$ cat src/sv/mbap_pkg.sv
// Shared types and constants for the MBAP frame codec.
// Holds item, result and queue-entry structs plus kind and operation codes.
// No dependencies.
package mbap_pkg;

	localparam logic [1:0] OP_RX_BYTE  = 2'd0;
	localparam logic [1:0] OP_TX_START = 2'd1;
	localparam logic [1:0] OP_TX_BYTE  = 2'd2;

	localparam logic [2:0] KIND_RX_START   = 3'd0;
	localparam logic [2:0] KIND_RX_PAYLOAD = 3'd1;
	localparam logic [2:0] KIND_BAD_PROTO  = 3'd2;
	localparam logic [2:0] KIND_BAD_LENGTH = 3'd3;
	localparam logic [2:0] KIND_TX_BYTE    = 3'd4;

	localparam logic [7:0] MAX_TX_PAYLOAD = 8'd252;
	localparam logic [3:0] HDR_BYTES      = 4'd8;
	localparam logic [2:0] TX_HDR_LAST    = 3'd7;
	localparam int         QUEUE_DEPTH    = 4;

	typedef struct packed {
		logic [1:0] operation;
		logic [7:0] data_byte;
		logic [7:0] unit_id;
		logic [7:0] function_code;
		logic [7:0] payload_size;
	} req_beat_t;

	typedef struct packed {
		logic [2:0] kind;
		logic [7:0] out_byte;
		logic [7:0] frame_unit;
		logic [7:0] frame_function;
		logic       last;
	} rsp_beat_t;

	typedef struct packed {
		logic        hdr;
		logic [2:0]  kind;
		logic [7:0]  data;
		logic        last;
		logic [7:0]  funit;
		logic [7:0]  ffunc;
		logic [15:0] trans;
		logic [7:0]  len;
		logic [7:0]  tx_unit;
		logic [7:0]  tx_func;
	} cmd_t;

endpackage

$ cat src/sv/mbap_front.sv
// Front end: accepts items, runs the MBAP receive parser and transmit bookkeeping.
// Emits one queue entry per result or per transmit header burst.
// Depends on mbap_pkg.
module mbap_front (
	input  logic               clk,
	input  logic               arst_n,
	input  logic               accept,
	input  mbap_pkg::req_beat_t req,
	output logic               push,
	output mbap_pkg::cmd_t     cmd
);

	logic [3:0]  cnt_q, cnt_d;
	logic [15:0] pend_q, pend_d;
	logic [15:0] proto_q, proto_d;
	logic [15:0] left_q, left_d;
	logic [7:0]  unit_q, unit_d;
	logic [7:0]  func_q, func_d;
	logic [15:0] reply_q, reply_d;
	logic [7:0]  txleft_q, txleft_d;
	logic [15:0] left_m2, left_m1;
	logic [7:0]  size_sat;
	logic [7:0]  b;

	assign b        = req.data_byte;
	assign left_m2  = left_q - 16'd2;
	assign left_m1  = left_q - 16'd1;
	assign size_sat = (req.payload_size > mbap_pkg::MAX_TX_PAYLOAD) ?
		mbap_pkg::MAX_TX_PAYLOAD : req.payload_size;

	always_comb begin
		cnt_d    = cnt_q;
		pend_d   = pend_q;
		proto_d  = proto_q;
		left_d   = left_q;
		unit_d   = unit_q;
		func_d   = func_q;
		reply_d  = reply_q;
		txleft_d = txleft_q;
		push     = 1'b0;
		cmd      = '0;
		cmd.funit = unit_q;
		cmd.ffunc = func_q;
		if (accept) begin
			case (req.operation)
				mbap_pkg::OP_RX_BYTE: begin
					case (cnt_q)
						4'd0: begin pend_d  = {b, 8'h00};        cnt_d = cnt_q + 4'd1; end
						4'd1: begin pend_d  = {pend_q[15:8], b}; cnt_d = cnt_q + 4'd1; end
						4'd2: begin proto_d = {b, 8'h00};        cnt_d = cnt_q + 4'd1; end
						4'd3: begin proto_d = {proto_q[15:8], b}; cnt_d = cnt_q + 4'd1; end
						4'd4: begin left_d  = {b, 8'h00};        cnt_d = cnt_q + 4'd1; end
						4'd5: begin left_d  = {left_q[15:8], b}; cnt_d = cnt_q + 4'd1; end
						4'd6: begin unit_d  = b;                 cnt_d = cnt_q + 4'd1; end
						4'd7: begin
							func_d    = b;
							cnt_d     = 4'd0;
							push      = 1'b1;
							cmd.ffunc = b;
							if (proto_q != 16'd0) begin
								cmd.kind = mbap_pkg::KIND_BAD_PROTO;
							end else if (left_q < 16'd2) begin
								cmd.kind = mbap_pkg::KIND_BAD_LENGTH;
							end else begin
								left_d   = left_m2;
								cmd.kind = mbap_pkg::KIND_RX_START;
								if (left_m2 == 16'd0) begin
									reply_d  = pend_q;
									cmd.last = 1'b1;
								end else begin
									cnt_d = mbap_pkg::HDR_BYTES;
								end
							end
						end
						default: begin
							left_d   = left_m1;
							push     = 1'b1;
							cmd.kind = mbap_pkg::KIND_RX_PAYLOAD;
							cmd.data = b;
							if (left_m1 == 16'd0) begin
								cnt_d    = 4'd0;
								reply_d  = pend_q;
								cmd.last = 1'b1;
							end
						end
					endcase
				end
				mbap_pkg::OP_TX_START: begin
					txleft_d    = size_sat;
					push        = 1'b1;
					cmd.hdr     = 1'b1;
					cmd.kind    = mbap_pkg::KIND_TX_BYTE;
					cmd.trans   = reply_q;
					cmd.len     = size_sat + 8'd2;
					cmd.tx_unit = req.unit_id;
					cmd.tx_func = req.function_code;
					cmd.last    = (size_sat == 8'd0);
				end
				mbap_pkg::OP_TX_BYTE: begin
					if (txleft_q != 8'd0) begin
						txleft_d = txleft_q - 8'd1;
						push     = 1'b1;
						cmd.kind = mbap_pkg::KIND_TX_BYTE;
						cmd.data = b;
						cmd.last = (txleft_q == 8'd1);
					end
				end
				default: begin
				end
			endcase
		end
	end

	always_ff @(posedge clk or negedge arst_n) begin
		if (!arst_n) begin
			cnt_q    <= '0;
			pend_q   <= '0;
			proto_q  <= '0;
			left_q   <= '0;
			unit_q   <= '0;
			func_q   <= '0;
			reply_q  <= '0;
			txleft_q <= '0;
		end else begin
			cnt_q    <= cnt_d;
			pend_q   <= pend_d;
			proto_q  <= proto_d;
			left_q   <= left_d;
			unit_q   <= unit_d;
			func_q   <= func_d;
			reply_q  <= reply_d;
			txleft_q <= txleft_d;
		end
	end

endmodule

$ cat src/sv/mbap_queue.sv
// Short queue of work entries between front end and back end.
// Register array with combinational head read; full drives the input stall.
// Depends on mbap_pkg.
module mbap_queue #(
	parameter int DEPTH = mbap_pkg::QUEUE_DEPTH
) (
	input  logic           clk,
	input  logic           arst_n,
	input  logic           push,
	input  mbap_pkg::cmd_t push_data,
	input  logic           pop,
	output mbap_pkg::cmd_t head,
	output logic           full,
	output logic           not_empty
);

	localparam int PW = (DEPTH > 1) ? $clog2(DEPTH) : 1;
	localparam int CW = $clog2(DEPTH + 1);

	mbap_pkg::cmd_t  mem_q [DEPTH];
	logic [PW-1:0]   wr_q, rd_q;
	logic [CW-1:0]   count_q;

	assign full      = (count_q == CW'(DEPTH));
	assign not_empty = (count_q != '0);
	assign head      = mem_q[rd_q];

	always_ff @(posedge clk) begin
		if (push) begin
			mem_q[wr_q] <= push_data;
		end
	end

	always_ff @(posedge clk or negedge arst_n) begin
		if (!arst_n) begin
			wr_q    <= '0;
			rd_q    <= '0;
			count_q <= '0;
		end else begin
			if (push) begin
				wr_q <= (wr_q == PW'(DEPTH - 1)) ? '0 : wr_q + PW'(1);
			end
			if (pop) begin
				rd_q <= (rd_q == PW'(DEPTH - 1)) ? '0 : rd_q + PW'(1);
			end
			if (push && !pop) begin
				count_q <= count_q + CW'(1);
			end else if (pop && !push) begin
				count_q <= count_q - CW'(1);
			end
		end
	end

	a_no_push_full: assert property (@(posedge clk) disable iff (!arst_n)
		push |-> !full || pop)
		else $error("queue written while full");

	a_no_pop_empty: assert property (@(posedge clk) disable iff (!arst_n)
		pop |-> not_empty)
		else $error("queue read while empty");

	a_count_bound: assert property (@(posedge clk) disable iff (!arst_n)
		count_q <= CW'(DEPTH))
		else $error("queue count beyond depth");

	a_count_step: assert property (@(posedge clk) disable iff (!arst_n)
		(push && !pop) |=> count_q == $past(count_q) + CW'(1))
		else $error("queue count missed a write");

endmodule

$ cat src/sv/mbap_back.sv
// Back end: drains queue entries into the result register.
// Expands a transmit header entry into eight beats; other entries give one beat.
// Depends on mbap_pkg.
module mbap_back (
	input  logic                clk,
	input  logic                arst_n,
	input  logic                not_empty,
	input  mbap_pkg::cmd_t      head,
	output logic                pop,
	output logic                rsp_valid,
	input  logic                rsp_stall,
	output mbap_pkg::rsp_beat_t rsp_beat
);

	mbap_pkg::cmd_t      cur_q;
	logic                cur_valid_q;
	logic [2:0]          beat_q;
	mbap_pkg::rsp_beat_t out_q;
	logic                out_valid_q;
	logic                slot_free;
	logic                take;
	logic                cur_done;
	mbap_pkg::rsp_beat_t nxt;

	assign slot_free = !out_valid_q || !rsp_stall;
	assign take      = cur_valid_q && slot_free;
	assign cur_done  = !cur_q.hdr || (beat_q == mbap_pkg::TX_HDR_LAST);
	assign pop       = not_empty && (!cur_valid_q || (take && cur_done));
	assign rsp_valid = out_valid_q;
	assign rsp_beat  = out_q;

	always_comb begin
		nxt.kind           = cur_q.kind;
		nxt.frame_unit     = cur_q.funit;
		nxt.frame_function = cur_q.ffunc;
		nxt.out_byte       = cur_q.data;
		nxt.last           = cur_q.last;
		if (cur_q.hdr) begin
			nxt.last = 1'b0;
			case (beat_q)
				3'd0: nxt.out_byte = cur_q.trans[15:8];
				3'd1: nxt.out_byte = cur_q.trans[7:0];
				3'd5: nxt.out_byte = cur_q.len;
				3'd6: nxt.out_byte = cur_q.tx_unit;
				3'd7: begin
					nxt.out_byte = cur_q.tx_func;
					nxt.last     = cur_q.last;
				end
				default: nxt.out_byte = 8'h00;
			endcase
		end
	end

	always_ff @(posedge clk) begin
		if (pop) begin
			cur_q <= head;
		end
		if (take) begin
			out_q <= nxt;
		end
	end

	always_ff @(posedge clk or negedge arst_n) begin
		if (!arst_n) begin
			cur_valid_q <= 1'b0;
			beat_q      <= '0;
			out_valid_q <= 1'b0;
		end else begin
			if (pop) begin
				cur_valid_q <= 1'b1;
			end else if (take && cur_done) begin
				cur_valid_q <= 1'b0;
			end
			if (take) begin
				beat_q <= cur_done ? 3'd0 : beat_q + 3'd1;
			end
			if (slot_free) begin
				out_valid_q <= cur_valid_q;
			end
		end
	end

endmodule

$ cat src/sv/mbap_frame_codec.sv
// Top level of the Modbus TCP MBAP frame codec.
// Ties front end, work queue and back end; depends on mbap_pkg.
//
//   channel | direction | payload     | handshake
//   req     | in        | req_beat_t  | req_valid / req_stall
//   rsp     | out       | rsp_beat_t  | rsp_valid / rsp_stall
//
// A beat is taken each cycle while the queue has room; a received byte yields
// at most one result beat, which the back end registers into its result register.
// A transmit start yields eight result beats, one per cycle from the back end while rsp_stall is low.
// req_stall rises only when the QUEUE_DEPTH-entry queue is full.
// Reset clears parser state, transaction id, queue and result valid flag; result data is not reset.
module mbap_frame_codec #(
	parameter int QUEUE_DEPTH = mbap_pkg::QUEUE_DEPTH
) (
	input  logic                clk,
	input  logic                arst_n,
	input  logic                req_valid,
	output logic                req_stall,
	input  mbap_pkg::req_beat_t req_beat,
	output logic                rsp_valid,
	input  logic                rsp_stall,
	output mbap_pkg::rsp_beat_t rsp_beat
);

	logic           accept;
	logic           push;
	logic           pop;
	logic           full;
	logic           not_empty;
	mbap_pkg::cmd_t cmd;
	mbap_pkg::cmd_t head;

	assign req_stall = full;
	assign accept    = req_valid && !full;

	mbap_front u_front (
		.clk    (clk),
		.arst_n (arst_n),
		.accept (accept),
		.req    (req_beat),
		.push   (push),
		.cmd    (cmd)
	);

	mbap_queue #(
		.DEPTH (QUEUE_DEPTH)
	) u_queue (
		.clk       (clk),
		.arst_n    (arst_n),
		.push      (push),
		.push_data (cmd),
		.pop       (pop),
		.head      (head),
		.full      (full),
		.not_empty (not_empty)
	);

	mbap_back u_back (
		.clk       (clk),
		.arst_n    (arst_n),
		.not_empty (not_empty),
		.head      (head),
		.pop       (pop),
		.rsp_valid (rsp_valid),
		.rsp_stall (rsp_stall),
		.rsp_beat  (rsp_beat)
	);

endmodule
$ cat config.mk
export PLATFORM = sky130hd
export DESIGN_NAME = mbap_frame_codec
export DESIGN_NICKNAME = d
export VERILOG_FILES = /design/src/sv/mbap_pkg.sv /design/src/sv/mbap_front.sv /design/src/sv/mbap_queue.sv /design/src/sv/mbap_back.sv /design/src/sv/mbap_frame_codec.sv
export SDC_FILE = /design/constraint.sdc
export NUM_CORES = 1
export LEC_CHECK = 0
export BUFFER_PORTS_ARGS = -buffer_cell sky130_fd_sc_hd__buf_2
export CAP_MARGIN = 0
export CORE_MARGIN = 3
export CORE_UTILIZATION = 50
export DETAILED_ROUTE_END_ITERATION = 12
export GPL_TIMING_DRIVEN = 0
export PLACE_DENSITY_LB_ADDON = 0.3
export SLEW_MARGIN = 15
export SYNTH_ARGS = -nofsm -noshare
export SYNTH_HDL_FRONTEND = slang
export SYNTH_SLANG_ARGS = --single-unit
$ cat constraint.sdc
create_clock -name clk -period 3.75 [get_ports clk]
set_input_delay 0.1875 -clock clk [delete_from_list [all_inputs] [get_ports clk]]
set_output_delay 0.1875 -clock clk [all_outputs]
set_load 0.05 [all_outputs]
==> metrics.csv, run 1 <==
metric,value,unit
status,finished clean,
slew margin rel.,0.324,
Peak VDD IR,0.000431,V
Top Usage Layer GRT,met2,
Via density,5.71,
syn_nets,1227,
Core ar.,37900,µm²
crit path kind,reg2reg,
worst skew pair latency,570,ps
Yosys cell types,67,
initial antenna violation count,0,
Placed Cells,1741,
H-tree Lvls,2,
DRT iter0 DRCs,875,
DIE AREA,41200,µm²
"Reg clk slew, reported paths",60,ps
final wirelength,40200,µm
filler instances,2839,
met2 capacity usage during global routing,0.327,
remaining antenna violation count,0,
Root Buffer,clkbuf_16,
overall routing resource usage,0.198,
flop2flop setup slack,230,ps
grt met1 use,0.279,
synth warn,0,
Synth Register Bits,477,
"Slew Viols, Final",0,
CTS tree,built,
Crit path depth,9,
Routability Congestion,0.874,
Initial Utilization,0.511,
Fin Clk Skew,40.5,ps
first-pass GRT wire length,63300,µm
Syn-to-layout area delta,15.0,%
HPWL reported at the end of detailed placement,25400,µm
Mapped Area,19400,µm²
worst-path fanout max,10,
Hold Path Cell Cnt,3,
final-report hold violation count,0,
WP data arrival,3960,ps
Buf/Inv on CP,2,
RSZ-0062 raised after global routing,no,
Placed Instance Area,20500,µm²
"Top FF cell, synth",edfxtp_1,
final instance area,22300,µm²
period utilisation layout,0.940,
"Slowest-stage cell, CP",nor3b_2,
Worst path top cell family by delay,simple AND/OR/NAND/NOR gates,
Bufs on Longest Clock Path,3,
"EDFF count, synth",373,
CP startpoint kind,register,
sequence of cells on the critical path,inv_1 > ha_1 > nor3b_2 > xnor2_1 > nand4b_1 > or3_4 > o32ai_4 > buf_12 > mux2_4,
layout cells sized above 1,0.214,
cells on worst reg2reg path,9,
CP peak stage delay,670,ps
Synth async-reset ratio,0.218,
sequential element share of the synthesized area,0.712,
setup ws final,225,ps
Post-CTS Resized,0,
clock sinks,477,
DR WL/cell,21.8,µm
row count,71,
Achievable Freq,0.284,GHz
nets,1359,
"commonest non-fill, non-tap cell in the layout",edfxtp_1,
M3 GR Usage,0.0274,
CTS buffer count,48,
largest net degree at the start of global routing,71,
via count,10500,
vias in the first global route,10800,
max-cap violation count,0,
HP Class,in2reg,
gr ovfl total,0,
diode count,0,
pwr/cell area,689,nW/µm²
Residual DRC,0,
io pins,68,
"Setup violations, final",0,
DRT Pass-1 Iters,6,
syn avg cell area,16.6,µm²
worst slew pin tran,1010,ps
Die H,203,µm
Synth Instances,1165,
"worst slack, placed",348,ps
most frequent cells in the layout,"373 x edfxtp_1, 104 x dfrtp_1, 69 x mux4_2",
port buffer count,59,
CP endpoint kind,register,
Leak,8.16,nW
Die X-Extent,203,µm
crit path time final,3520,ps
WP data required,4190,ps
Final Non-Filler Cells,1847,
[sequential cells by signal, indices dropped and copies added (netlist names)]
register,flops
u_queue.mem_q,276
u_back.cur_q,69
u_back.rsp_beat,28
u_front.left_q,16
u_front.pend_q,16
u_front.proto_q,16
u_front.reply_q,16
u_front.func_q,8
u_front.txleft_q,8
u_front.unit_q,8
u_front.cnt_q,4
u_back.beat_q,3
u_queue.count_q,3
u_queue.rd_q,2
u_queue.wr_q,2
u_back.cur_valid_q,1
u_back.rsp_valid,1
[worst paths after layout]
path | start | endpoint
setup / recovery | u_front.left_q[0]$_DFFE_PN0P_ | u_front.reply_q[5]$_DFFE_PN0P_
max in group asynchronous | arst_n | u_back.beat_q[1]$_DFFE_PN0P_
min in group asynchronous | arst_n | u_front.left_q[1]$_DFFE_PN0P_
hold reg to reg | u_back.cur_q[54]$_DFFE_PP_ | u_back.rsp_beat[15]$_DFFE_PP_
setup reg to reg | u_front.left_q[0]$_DFFE_PN0P_ | u_front.reply_q[5]$_DFFE_PN0P_
hold / removal | req_beat[6] | u_front.txleft_q[6]$_DFFE_PN0P_
[report_power, final]
part | total, mW | internal, mW | switching, mW
sequential | 7.17 | 6.85 | 0.325
clock | 4.80 | 2.86 | 1.94
combinational | 3.41 | 1.30 | 2.11
total | 15.4 | 11.0 | 4.37
[synth_stat cells (all sizes together) (3+ instances only)]
| cell type | count | area share |
|---|---|---|
| and2 | 53 | 0.017 |
| or3 | 6 | 0.0022 |
| inv | 31 | 0.0060 |
| mux2 | 52 | 0.032 |
| nor2 | 53 | 0.010 |
| nand2 | 39 | 0.0075 |
| a222oi | 10 | 0.0052 |
| a221oi | 9 | 0.0041 |
| xnor2 | 10 | 0.0045 |
| xor2 | 10 | 0.0045 |
| nor3 | 26 | 0.0072 |
| buf | 23 | 0.0062 |
| edfxtp | 373 | 0.58 |
| nand2b | 6 | 0.0019 |
| a21oi | 27 | 0.0070 |
| o21a | 3 | 0.0012 |
| ha | 23 | 0.015 |
| a211o | 3 | 0.0014 |
| o21ai | 66 | 0.017 |
| nor2b | 7 | 0.0023 |
| a22o | 16 | 0.0072 |
| o32ai | 3 | 0.0023 |
| and3b | 4 | 0.0018 |
| dfrtp | 104 | 0.13 |
| a22oi | 12 | 0.0046 |
| nand3 | 16 | 0.0041 |
| clkbuf | 43 | 0.0083 |
| mux4 | 69 | 0.080 |
| nor4 | 15 | 0.0052 |
| nand4 | 7 | 0.0023 |
| a31oi | 5 | 0.0016 |
| and3 | 7 | 0.0023 |
[worst register-to-register path, delay by kind of cell (launching register included)]
family,cells,cell delay (ps)
AOI/OAI and AO/OA,1,520
DFF,1,480
muxes,1,300
adders and majority gates,1,250
xor gates and xnor gates,1,210
and+or+nand+nor,3,1270
buffers and inverters,2,360
[layer usage]
metal	wire length, µm	up-vias
met5	0	-
met4	1130	0
met3	1750	64
met2	20000	257
met1	17400	5409
li1	-	4808
[stage by stage]
stage / util / hold WS, ps / total power, mW / setup TNS [ps]
2_1_floorplan: - / -108 / 9.62 / 0
4_1_cts: 0.588 / 9.52 / 15.5 / 0
3_5_place_dp: 0.541 / 126 / 10.7 / 0
5_1_grt: 0.588 / 37.2 / 16.1 / 0
3_3_place_gp: 0.536 / 401 / 10.6 / -475970
6_report: 0.588 / 30.4 / 15.4 / 0
[area by class of cell]
class | instances | area, µm² | share of cell area
Sequential cell | 477 | 13800 | 0.619
Multi-Input combinational cell | 591 | 5210 | 0.234
Clock buffer | 63 | 1300 | 0.0582
Tap cell | 511 | 639 | 0.0287
Timing Repair Buffer | 82 | 637 | 0.0286
Clock inverter | 26 | 317 | 0.0142
Buffer | 66 | 282 | 0.0126
Inverter | 31 | 119 | 0.00533
[kinds of logic (layout without fill, tap and decap cells)]
logic type,Yosys count,after routing,share of synthesized area
flops,477,477,0.712
simple gates,253,253,0.0711
compound gates,171,171,0.0583
mux,123,123,0.113
buf+inv,97,268,0.0205
fa+ha+maj,24,24,0.0159
xor+xnor,20,20,0.00903
[timing repair]
action / CTS / global route
buffers inserted: 0 / 0
hold buffers: 17 / 0
hold endpoints to repair: 162 / 0
Note: power is estimated with default switching activity, not from simulation.
==> run 2: changes to the inputs <==
--- a/config.mk
+++ b/config.mk
@@ -11,6 +11,7 @@
 export CORE_UTILIZATION = 50
 export DETAILED_ROUTE_END_ITERATION = 12
 export GPL_TIMING_DRIVEN = 0
+export HOLD_SLACK_MARGIN = 0.05
 export PLACE_DENSITY_LB_ADDON = 0.3
 export SLEW_MARGIN = 15
 export SYNTH_ARGS = -nofsm -noshare
==> run 2 against run 1 <==
Compared with the run above:
- non-clock buffer count up 7
- core utilization up 0.18 points
- cell count up 0.38%
- die area unchanged
- sequential share of layout area down 0.19 points
- worst setup slack better by 16 ps
- wire length up 0.79%
- sequential cell count unchanged
- critical endpoint unchanged
- largest power group unchanged
- highest routed layer unchanged
==> metrics.csv, run 2 (same netlist as run 1, synthesis figures left out) <==
metric,value,unit
status,finished clean,
Peak VDD IR,0.000431,V
flop2flop setup slack,240,ps
Leak,8.19,nW
largest net degree at the start of global routing,71,
"commonest non-fill, non-tap cell in the layout",edfxtp_1,
clock sinks,477,
setup ws final,241,ps
Syn-to-layout area delta,15.4,%
final wirelength,40500,µm
worst slew pin tran,990,ps
slew margin rel.,0.335,
H-tree Lvls,2,
hold buffer count at cts,24,
CTS buffer count,48,
via count,10600,
max-cap violation count,0,
CP startpoint kind,register,
"Slowest-stage cell, CP",nor3b_2,
remaining antenna violation count,0,
diode count,0,
Final Non-Filler Cells,1854,
final-report hold violation count,0,
WP data required,4190,ps
"Reg clk slew, reported paths",60,ps
gr ovfl total,0,
Placed Instance Area,20500,µm²
vias in the first global route,10900,
CTS tree,built,
Initial Utilization,0.511,
Post-CTS Resized,0,
pwr/cell area,688,nW/µm²
Fin Hold WS,83.5,ps
Achievable Freq,0.285,GHz
final instance area,22400,µm²
DRT iter0 DRCs,842,
Bufs on Longest Clock Path,3,
HP Class,in2async,
DRT Pass-1 Iters,6,
io pins,68,
"Slew Viols, Final",0,
cells on worst reg2reg path,9,
Placed Cells,1741,
DR WL/cell,21.9,µm
Top reg by flops,u_queue.mem_q,
Die X-Extent,203,µm
port buffer count,59,
crit path kind,reg2reg,
crit path time final,3510,ps
HPWL reported at the end of detailed placement,25400,µm
Die H,203,µm
worst skew pair latency,570,ps
row count,71,
"worst slack, placed",348,ps
Routability Congestion,0.874,
period utilisation layout,0.936,
max reg flops,276,
Via density,5.72,
Root Buffer,clkbuf_16,
Fin Clk Skew,40.2,ps
CP endpoint kind,register,
most frequent cells in the layout,"373 x edfxtp_1, 104 x dfrtp_1, 69 x mux4_2",
nets,1366,
sequence of cells on the critical path,inv_1 > ha_1 > nor3b_2 > xnor2_1 > nand4b_1 > or3_4 > o32ai_4 > buf_12 > mux2_4,
CP peak stage delay,650,ps
worst-path fanout max,10,
initial antenna violation count,0,
worst reg2reg endpoint,u_front.reply_q[5]$_DFFE_PN0P_,
"Setup violations, final",0,
postcts setup bufs,0,
layout cells sized above 1,0.213,
first-pass GRT wire length,63800,µm
WP data arrival,3950,ps
Reg2Reg Launch Point,u_front.left_q[0]$_DFFE_PN0P_,
overall routing resource usage,0.200,
DIE AREA,41200,µm²
Core ar.,37900,µm²
Residual DRC,0,
RSZ-0062 raised after global routing,no,
[run 2: cell count changes in the layout (fill, tap and decap cells not counted), sizes merged]
cell	delta
dlygate4sd3	+7
[run 2: worst max-delay path: cells and delay by family (launching register included)]
| kind | cells | cell delay [ps] |
|---|---|---|
| AND/OR/NAND/NOR | 3 | 1270 |
| AO/OA/AOI/OAI | 1 | 520 |
| flip-flops | 1 | 480 |
| buffers and inverters | 2 | 340 |
| multiplexers | 1 | 300 |
| adder cells (fa/ha/maj) | 1 | 250 |
| XOR/XNOR | 1 | 210 |
[run 2: power by group]
part	internal, mW	switching, mW
sequential	6.85	0.326
clock	2.86	1.94
combinational	1.30	2.11
total	11.0	4.38
[run 2: through the flow]
stage	util	total power [mW]	setup TNS (ps)
after global placement	0.536	10.6	-475970
after floorplan	-	9.62	0
final	0.590	15.4	0
after detailed placement	0.541	10.7	0
after CTS	0.590	15.5	0
after global routing	0.590	16.1	0
[run 2: how the worst max path moves through the flow]
stage	start	slack (ps)	depth (start not counted)	to
floorplan	u_front.cnt_q[0]$_DFFE_PN0P_	130	8	u_queue.mem_q[1][0]$_DFFE_PP_
global placement	u_front.cnt_q[0]$_DFFE_PN0P_	-1640	8	u_queue.mem_q[1][32]$_DFFE_PP_
detailed placement	u_front.left_q[0]$_DFFE_PN0P_	350	9	u_front.reply_q[5]$_DFFE_PN0P_
CTS	u_front.left_q[0]$_DFFE_PN0P_	320	9	u_front.reply_q[10]$_DFFE_PN0P_
global route	u_front.left_q[0]$_DFFE_PN0P_	140	9	u_front.reply_q[10]$_DFFE_PN0P_
finish	u_front.left_q[0]$_DFFE_PN0P_	240	9	u_front.reply_q[5]$_DFFE_PN0P_
[run 2: cell type report]
| cell class | count | area [µm²] |
|---|---|---|
| buffer | 66 | 282 |
| clock buffer | 63 | 1300 |
| clock inverter | 26 | 317 |
| fill | 2828 | 15600 |
| inverter | 31 | 119 |
| multi-input combinational | 591 | 5210 |
| sequential | 477 | 13800 |
| tap | 511 | 639 |
| timing repair buffer | 89 | 707 |
[run 2: layer usage]
metal	up-vias	routed length, µm	part of all wire	track usage
met1	5439	17500	0.43	0.278
li1	4821	-	-	-
met3	76	1680	0.041	0.0290
met5	-	0	0	0
met4	0	1280	0.032	0.0653
met2	271	20100	0.50	0.331
==> run 3: changes to the inputs <==
==> constraint.sdc (replaced) <==
create_clock -name clk -period 3 [get_ports clk]
set_input_delay 0.15 -clock clk [delete_from_list [all_inputs] [get_ports clk]]
set_output_delay 0.15 -clock clk [all_outputs]
set_load 0.05 [all_outputs]
==> run 3 against run 2 <==
Compared with the run above:
- combinational power rose by 28%
- sequential share of layout area decreased by 0.20 points
- final area up 0.35%
- clock skew decreased by 17 ps
==> metrics.csv, run 3 (same netlist as run 1, synthesis figures left out) <==
metric,value,unit
status,finished clean,
gr ovfl total,0,
Root Buffer,clkbuf_16,
io pins,68,
M3 GR Usage,0.0287,
CP endpoint kind,register,
worst reg2reg endpoint,u_front.reply_q[10]$_DFFE_PN0P_,
Die X-Extent,203,µm
most frequent cells in the layout,"373 x edfxtp_1, 101 x dfrtp_1, 69 x mux4_2",
worst-path fanout max,10,
power after layout,19.0,mW
CTS buffer count,48,
met2 capacity usage during global routing,0.350,
grt met1 use,0.277,
DRT iter0 DRCs,847,
crit path time final,2830,ps
overall routing resource usage,0.203,
H-tree Lvls,2,
WP data required,3420,ps
worst skew pair latency,550,ps
Syn-to-layout area delta,15.8,%
Fin Clk Skew,22.9,ps
initial antenna violation count,0,
Top Usage Layer GRT,met2,
period utilisation layout,0.945,
Worst path top cell family by delay,simple AND/OR/NAND/NOR gates,
max reg flops,276,
crit path kind,reg2reg,
flop2flop setup slack,170,ps
CP startpoint kind,register,
Leak,8.21,nW
WP data arrival,3260,ps
worst slew pin tran,971,ps
Achievable Freq,0.353,GHz
largest net degree at the start of global routing,71,
port buffer count,59,
nets,1379,
Bufs on Longest Clock Path,3,
Residual DRC,0,
DR WL/cell,22.0,µm
DIE AREA,41200,µm²
"Slowest-stage cell, CP",nor3_2,
"commonest non-fill, non-tap cell in the layout",edfxtp_1,
sequence of cells on the critical path,clkbuf_1 > nor3_2 > nand4_1 > xor2_1 > nand4_1 > o32ai_4 > buf_12 > buf_12 > mux2_4,
diode count,0,
remaining antenna violation count,0,
vias in the first global route,10900,
pwr/cell area,848,nW/µm²
CTS tree,built,
max-cap violation count,0,
HPWL reported at the end of detailed placement,25900,µm
"Setup violations, final",0,
Reg2Reg Launch Point,u_front.left_q[9]$_DFFE_PN0P_,
DRT Pass-1 Iters,5,
CP peak stage delay,580,ps
Via density,5.71,
Buf/Inv on CP,3,
final wirelength,41100,µm
RSZ-0062 raised after global routing,no,
Top reg by flops,u_queue.mem_q,
Initial Utilization,0.511,
Core ar.,37900,µm²
clock sinks,477,
Peak VDD IR,0.000381,V
first-pass GRT wire length,64000,µm
Routability Congestion,0.875,
"Reg clk slew, reported paths",60,ps
row count,71,
via count,10700,
setup_tns,0,ps
"Slew Viols, Final",0,
cells on worst reg2reg path,9,
final core utilization,0.592,
Die H,203,µm
final-report hold violation count,0,
slew margin rel.,0.353,
HP Class,in2async,
layout cells sized above 1,0.227,
## run 3: what timing repair did
item                                   in CTS  in global routing
cloned                                      2                  0
setup endpoints to repair                 248                209
hold buffers                               24                  0
buffers inserted                           10                  1
pin swaps                                   4                  2
endpoints found under the hold margin     176                  0
gates resized for setup                     6                 15
## run 3: cell type report
class	count	area, µm²
fill	2861	15500
sequential	477	13800
multi-input combinational	593	5300
clock buffer	63	1290
timing repair buffer	101	815
tap	511	639
buffer	65	278
clock inverter	25	211
inverter	31	120
## run 3: worst reg2reg max path: cells and delay by family (launching register included)
kind / cells / cell delay [ps]
compound gates: 1 / 200
xor+xnor: 1 / 320
buf+inv: 3 / 520
flops: 1 / 350
mux: 1 / 300
simple gates: 3 / 1010
## run 3: worst max path at each step
stage / from / depth (start not counted) / endpoint / slack (ps)
floorplan: u_front.cnt_q[0]$_DFFE_PN0P_ / 8 / u_queue.mem_q[0][0]$_DFFE_PP_ / 130
global placement: u_front.cnt_q[0]$_DFFE_PN0P_ / 8 / u_queue.mem_q[2][38]$_DFFE_PP_ / -1000
detailed placement: u_front.left_q[0]$_DFFE_PN0P_ / 9 / u_front.reply_q[10]$_DFFE_PN0P_ / -330
CTS: u_front.left_q[9]$_DFFE_PN0P_ / 9 / u_front.left_q[14]$_DFFE_PN0P_ / 10
global route: u_front.left_q[1]$_DFFE_PN0P_ / 10 / u_front.reply_q[10]$_DFFE_PN0P_ / 6
finish: u_front.left_q[9]$_DFFE_PN0P_ / 9 / u_front.reply_q[10]$_DFFE_PN0P_ / 170
## run 3: stage by stage
step	instances	instance area [µm²]	hold WS [ps]	worst slack, ps
after global routing	1866	22500	96.7	5.91
after detailed placement	1742	20500	94.5	-328
final	1866	22500	84.4	165
after floorplan	1165	19400	-146	128
after global placement	1735	20300	401	-996
after CTS	1866	22400	64.9	14.4
## run 3: where the power goes
group / switching (mW) / internal (mW) / leakage (nW)
Sequential: 0.424 / 8.56 / 4.92
Combinational: 2.69 / 1.70 / 2.55
Clock: 2.36 / 3.29 / 0.732
## run 3: layer usage
layer	up-vias	part of all wire
li1	4845	-
met1	5461	0.42
met2	306	0.51
met3	52	0.047
met4	0	0.019
met5	-	0
